[src/rdb_pkg.sv]
package rdb_pkg;

  localparam int unsigned DistW        = 32;
  localparam int unsigned DirW         = 32;
  localparam int unsigned PosW         = 32;
  localparam int unsigned WorldW       = 31;
  localparam int unsigned CfgIdxW      = 3;
  localparam int unsigned DivStages    = 8;
  localparam int unsigned StepsPerStage = 4;
  localparam int unsigned NumLanes     = 6;
  localparam int unsigned Latency      = DivStages + 2;

  localparam logic [DistW-1:0] DistSat = '1;

  typedef enum logic [CfgIdxW-1:0] {
    CFG_BOX_LEFT     = 3'd0,
    CFG_BOX_RIGHT    = 3'd1,
    CFG_BOX_BOTTOM   = 3'd2,
    CFG_BOX_TOP      = 3'd3,
    CFG_WORLD_WIDTH  = 3'd4,
    CFG_WORLD_HEIGHT = 3'd5
  } cfg_idx_e;

  typedef struct packed {
    logic signed [PosW-1:0] pos_x;
    logic signed [PosW-1:0] pos_y;
    logic signed [DirW-1:0] dir_x;
    logic signed [DirW-1:0] dir_y;
  } in_t;

  typedef struct packed {
    logic [DistW-1:0] distance;
    logic             no_hit;
    logic             inside_box;
    logic             outside_world;
  } out_t;

  // one candidate division: magnitude of (face - pos) over magnitude of dir
  typedef struct packed {
    logic            en;
    logic            sat;
    logic [PosW:0]   an;
    logic [DirW-1:0] ad;
  } div_in_t;

endpackage

[src/rdb_div_lane.sv]
module rdb_div_lane
  import rdb_pkg::*;
(
  input  logic             clk_i,
  input  div_in_t          div_i,
  output logic [DistW-1:0] quot_o
);

  typedef struct packed {
    logic            en;
    logic            sat;
    logic [DirW-2:0] rem;
    logic [DistW-1:0] rest;
    logic [DistW-1:0] quot;
    logic [DirW-1:0] ad;
  } st_t;

  st_t st_q [DivStages+1];
  st_t st_d [DivStages+1];

  // input stage: top part of the shifted dividend is an >> 2
  always_comb begin
    st_d[0].en   = div_i.en;
    st_d[0].sat  = div_i.sat;
    st_d[0].rem  = div_i.an[PosW:2];
    st_d[0].rest = {div_i.an[1:0], {(DistW-2){1'b0}}};
    st_d[0].quot = '0;
    st_d[0].ad   = div_i.ad;
  end

  for (genvar s = 1; s <= DivStages; s++) begin : g_stage
    always_comb begin
      logic [DirW-1:0] trial;
      st_d[s] = st_q[s-1];
      for (int k = 0; k < StepsPerStage; k++) begin
        trial = {st_d[s].rem, st_d[s].rest[DistW-1]};
        st_d[s].rest = {st_d[s].rest[DistW-2:0], 1'b0};
        if (trial >= st_d[s].ad) begin
          st_d[s].rem  = trial[DirW-2:0] - st_d[s].ad[DirW-2:0];
          st_d[s].quot = {st_d[s].quot[DistW-2:0], 1'b1};
        end else begin
          st_d[s].rem  = trial[DirW-2:0];
          st_d[s].quot = {st_d[s].quot[DistW-2:0], 1'b0};
        end
      end
    end
  end

  for (genvar s = 0; s <= DivStages; s++) begin : g_reg
    always_ff @(posedge clk_i) begin
      st_q[s] <= st_d[s];
    end
  end

  assign quot_o = (!st_q[DivStages].en || st_q[DivStages].sat) ? DistSat
                                                               : st_q[DivStages].quot;

endmodule

[config.mk]
export PLATFORM = sky130hd
export DESIGN_NAME = rdb_div_lane
export DESIGN_NICKNAME = d
export VERILOG_FILES = /design/src/rdb_pkg.sv /design/src/rdb_div_lane.sv
export SDC_FILE = /design/constraint.sdc
export NUM_CORES = 2
export LEC_CHECK = 0
export BUFFER_PORTS_ARGS = -buffer_cell sky130_fd_sc_hd__buf_2
export CAP_MARGIN = 10
export CELL_PAD_IN_SITES_DETAIL_PLACEMENT = 0
export CELL_PAD_IN_SITES_GLOBAL_PLACEMENT = 1
export CORE_AREA = 2 2 403 405
export DETAILED_ROUTE_END_ITERATION = 12
export DIE_AREA = 0 0 405 407
export PLACE_DENSITY_LB_ADDON = 0.3
export SLEW_MARGIN = 5
export SYNTH_ARGS = -nofsm -noshare
export SYNTH_HDL_FRONTEND = slang
export SYNTH_SLANG_ARGS = --single-unit
[constraint.sdc]
create_clock -name clk_i -period 12.45 [get_ports clk_i]
set_input_delay 0.6225 -clock clk_i [delete_from_list [all_inputs] [get_ports clk_i]]
set_output_delay 0.6225 -clock clk_i [all_outputs]
set_load 0.02 [all_outputs]
Yosys cells after proc, flatten, opt, wreduce, memory -nomap -nowiden --
Memories as Yosys holds them, arrays and structs flattened. Index checks and enable logic that the tools add are counted.
Word-level totals: flip-flop bits (word level) 0, memory bits (writable) 1125, input bits 68, memories 1
Operators by class: add/sub/neg operators 32, magnitude comparators 32, mux-type cells 65, reductions and logical operators 2
Memory list:
- st_q | words 9, bits a word 125, rd ports 9, clocked after memory_dff 0, wr ports 9, line rdb_div_lane.sv:18 | st_t st_q [DivStages+1];
Operator list (count):
- $ge 32x32->1 | 32
- $mux 31 | 32
- $sub 31x31->31 | 32
- $mux 1 | 32
- $mux 32 | 1
- $logic_not 1->1 | 1
- $logic_or 1x1->1 | 1

Longest topological paths before layout --
An unclocked memory read counts as a cell.
depth in word-level cells 9, depth in mapped cells 54

Worst setup path after synthesis --
Ideal clock, no wire load.
kind register to register, start memory st_q[0][250] (netlist name), end memory st_q[0][469] (netlist name), library setup time 0.121 ns, data arrival time 10.898 ns, setup slack 1.431 ns, cell stages (with the launch flop) 53, buffers on the path 9, period minus slack after synthesis 11.019 ns, cells stage by stage dfxtp_1 buf_2 inv_1 fa_1 nand3_1 a21oi_1 o41a_1 or4_1 a211oi_1 o21ai_1 buf_2 buf_2 mux2_2 ha_1 o21ai_0 a21oi_1 o211a_1 nor4_4 [17 not listed] o221ai_1 inv_1 buf_2 mux2_2 ha_1 clkbuf_1 o211ai_1 nor2_1 o21ai_0 a2bb2oi_1 o31a_1 nor4_1 o31a_1 nand3_1 nand2_1 a31o_2 buf_2 mux2_2
RTL lines (line):
- start: declaration | rdb_div_lane.sv:18

==> summary.txt <==
Outcome
  • Status: completed

GRT
  • Overall Global Routing Usage: 0.271
  • First-pass GRT wire length: 354 mm
  • Largest net degree at the start of global routing: 45
  • Number of global-route vias before repair: 63500
  • GRT overflow: 0
  • Antenna violations before repair: 2

Job
  • Number of max-cap violations: 0

Logic synthesis
  • Ys Warns: 0
  • Sequential share of the synthesized area: 0.186
  • Synth area leader: dfxtp_1
  • Mapped cell area: 71900 µm²
  • Post-synth EDFFs: 0
  • Asr flop ratio synth: 0
  • Leading post-synthesis cells by cell area: dfxtp_1, ha_1, mux2_2
  • Post-Syn Nets: 9924
  • Most instantiated cells after synthesis: ha_1, a21oi_1, dfxtp_1
  • Register bit total from synthesis: approximately 670
  • Syn Inst Count: 8845
  • Synth top area share: 0.186
  • Most numerous cell in the Yosys netlist: ha_1
  • Mean post-synth cell area: 8.13 µm²
  • Main synth FF type: dfxtp_1
  • Yosys cell types: 116

Clock tree
  • Clk_lat worst skew: 720 ps
  • CTS Buf Count: 84
  • CTS Root Cell: clkbuf_16
  • Clock sinks: approximately 670
  • CTS Buffer Depth: 3
  • CTS clk-pin slew, worst paths: 60 ps
  • Max H-tree Level: 3
  • CTS tree: yes

STA
  • Final hold violation count: 0
  • Fmax: 82.9 MHz
  • Worst slew margin: 0.332
  • Setup Skew: 47.7 ps
  • Slew Viols, Final: 0
  • Actual slew at the worst max-slew pin: ~980 ps
  • Post-Route Setup TNS: 0 ps
  • Endpoints failing setup: 0
  • Crit share post-route: 0.968
  • Final min period: 12060 ps
  • WHS: 51.7 ps

Floorplanning
  • I/O pins: 100
  • Row cnt: 147
  • DIE HEIGHT: approximately 410 µm
  • Starting Density: 0.449
  • Core ar.: roughly 160000 µm²
  • Die footprint: 165000 µm²
  • Chip Width: a little over 400 µm

Finish
  • Non-Filler Instances: 11300
  • # nets final: approximately 10000
  • Max FFs per register: 668
  • Fraction of layout cells with a size suffix above 1: 0.131
  • Fill cells: 15700
  • Top Registers: st_q (668)
  • Top reg by flops: st_q
  • Finished Cell Area: 79600 µm²
  • Synth-to-Final Area Change: 10.6%

Setup path
  • Worst setup startpoint: st_q[0][646]
  • Crit start category: flip-flop
  • CP most frequent cell: ha_1
  • Worst EP arrival: about 13000 ps
  • Data required time at the worst endpoint: between 10000 and 15000 ps
  • Endpoint class of the critical path: flip-flop
  • R2r setup slk: 390 ps
  • Crit-path max FO: 44
  • Reg2reg end: st_q[0][846]
  • Crit Path Class: flip-flop to flip-flop
  • R2r worst-path depth: 46
  • Slowest stage delay, CP: 510 ps
  • Setup crit end: st_q[0][846]
  • Crit-path slowest cell: ha_1
  • Worst flop-to-flop path startpoint: st_q[0][646]

Worst hold path
  • Hold Path Class: primary input to flip-flop

Detailed routing
  • Iteration count of the initial detailed-routing pass: 6
  • WL/cell: 20.4 µm
  • Drt initial violations: 3925
  • # DRC: 0
  • Post-detailed-routing wire length: 231 mm
  • Vias/cell: roughly 5.8
  • Post-route ant nets: 0
  • Total number of vias: 65700

Placed design
  • IO Port Bufs: 99
  • Gpl congestion: ~0.95
  • Placed Cells: about 11000
  • Detailed placement HPWL: 189 mm
  • Area after DPL: 75500 µm²
==> critical path, delay by kind of cell, from the launching register on <==
kind	cells	cell delay, ps
adders and majority gates	4	1460
DFF	1	320
muxes	2	810
and+or+nand+nor	10	2210
buffers and inverters	8	1480
AOI/OAI and AO/OA	22	5670
==> metal layers <==
metal | wire, µm | up-vias | track usage | share of wire
met2 | 111000 | 1470 | 0.482 | 0.48
met1 | 99600 | 30800 | 0.331 | 0.43
met4 | 11100 | 2 | 0.124 | 0.048
met5 | 13 | - | 0 | 0.000056
met3 | 8990 | 435 | 0.0236 | 0.039
li1 | - | 33000 | - | -
==> layout by cell type (no fill, tap or decap), drive strengths merged, types with 101 or more instances in the layout <==
master	count
a211oi	114
o21ai	555
mux2	604
xnor2	505
ha	1001
nand2	593
buf	257
a21o	402
a31oi	110
inv	505
nand2b	154
nor3	152
o21bai	103
o21a	140
xor2	286
a21oi	835
nor2	661
clkbuf	101
nand3	173
dfxtp	668
==> worst min-delay path by stage <==
stage	startpoint	to	slack, ps	cells after the start
finish	div_i[51]	st_q[0][109]	50	1
global route	div_i[19]	st_q[0][19]	30	1
CTS	div_i[51]	st_q[0][109]	1	1
detailed placement	st_q[0][923]	st_q[0][1052]	310	0
global placement	st_q[0][676]	st_q[0][805]	310	0
floorplan	st_q[0][907]	st_q[0][1036]	310	0
==> metrics by stage <==
| step | util | worst slack (ps) |
|---|---|---|
| after floorplan | - | 1430 |
| after global placement | 0.471 | -14.1 |
| after detailed placement | 0.471 | -52.1 |
| after CTS | 0.494 | 3.23 |
| after global routing | 0.497 | -39.7 |
| final | 0.497 | 394 |
==> cell families after synthesis <==
kind of cell	Yosys count	synth area share
adders and majority gates	1011	0.177
AOI/OAI and AO/OA	2790	0.252
buffers and inverters	678	0.0374
and+or+nand+nor	2262	0.150
xor gates and xnor gates	791	0.0963
DFF	668	0.186
muxes	645	0.101
==> timing repair <==
action,in CTS,in global routing
pin swaps,2,7
hold buffers,61,0
buffers inserted,4,18
hold endpoints to repair,61,0
setup endpoints to repair,41,178
gates resized for setup,2,45
gates cloned,0,2
==> final cells by class <==
class                           count  area (µm²)  share of cell area
Tap cell                         2160        2700              0.0340
Inverter                          488        1850              0.0232
Sequential cell                   668       13400               0.168
Clock buffer                      100        2240              0.0282
Multi-Input combinational cell   7501       56200               0.707
Timing Repair Buffer              319        2450              0.0308
Clock inverter                     56         726             0.00912
Antenna cell                        2        5.00           0.0000629
Power is not shown: default switching activity piles up to over one toggle a cycle in this logic, so the estimate is an artifact.
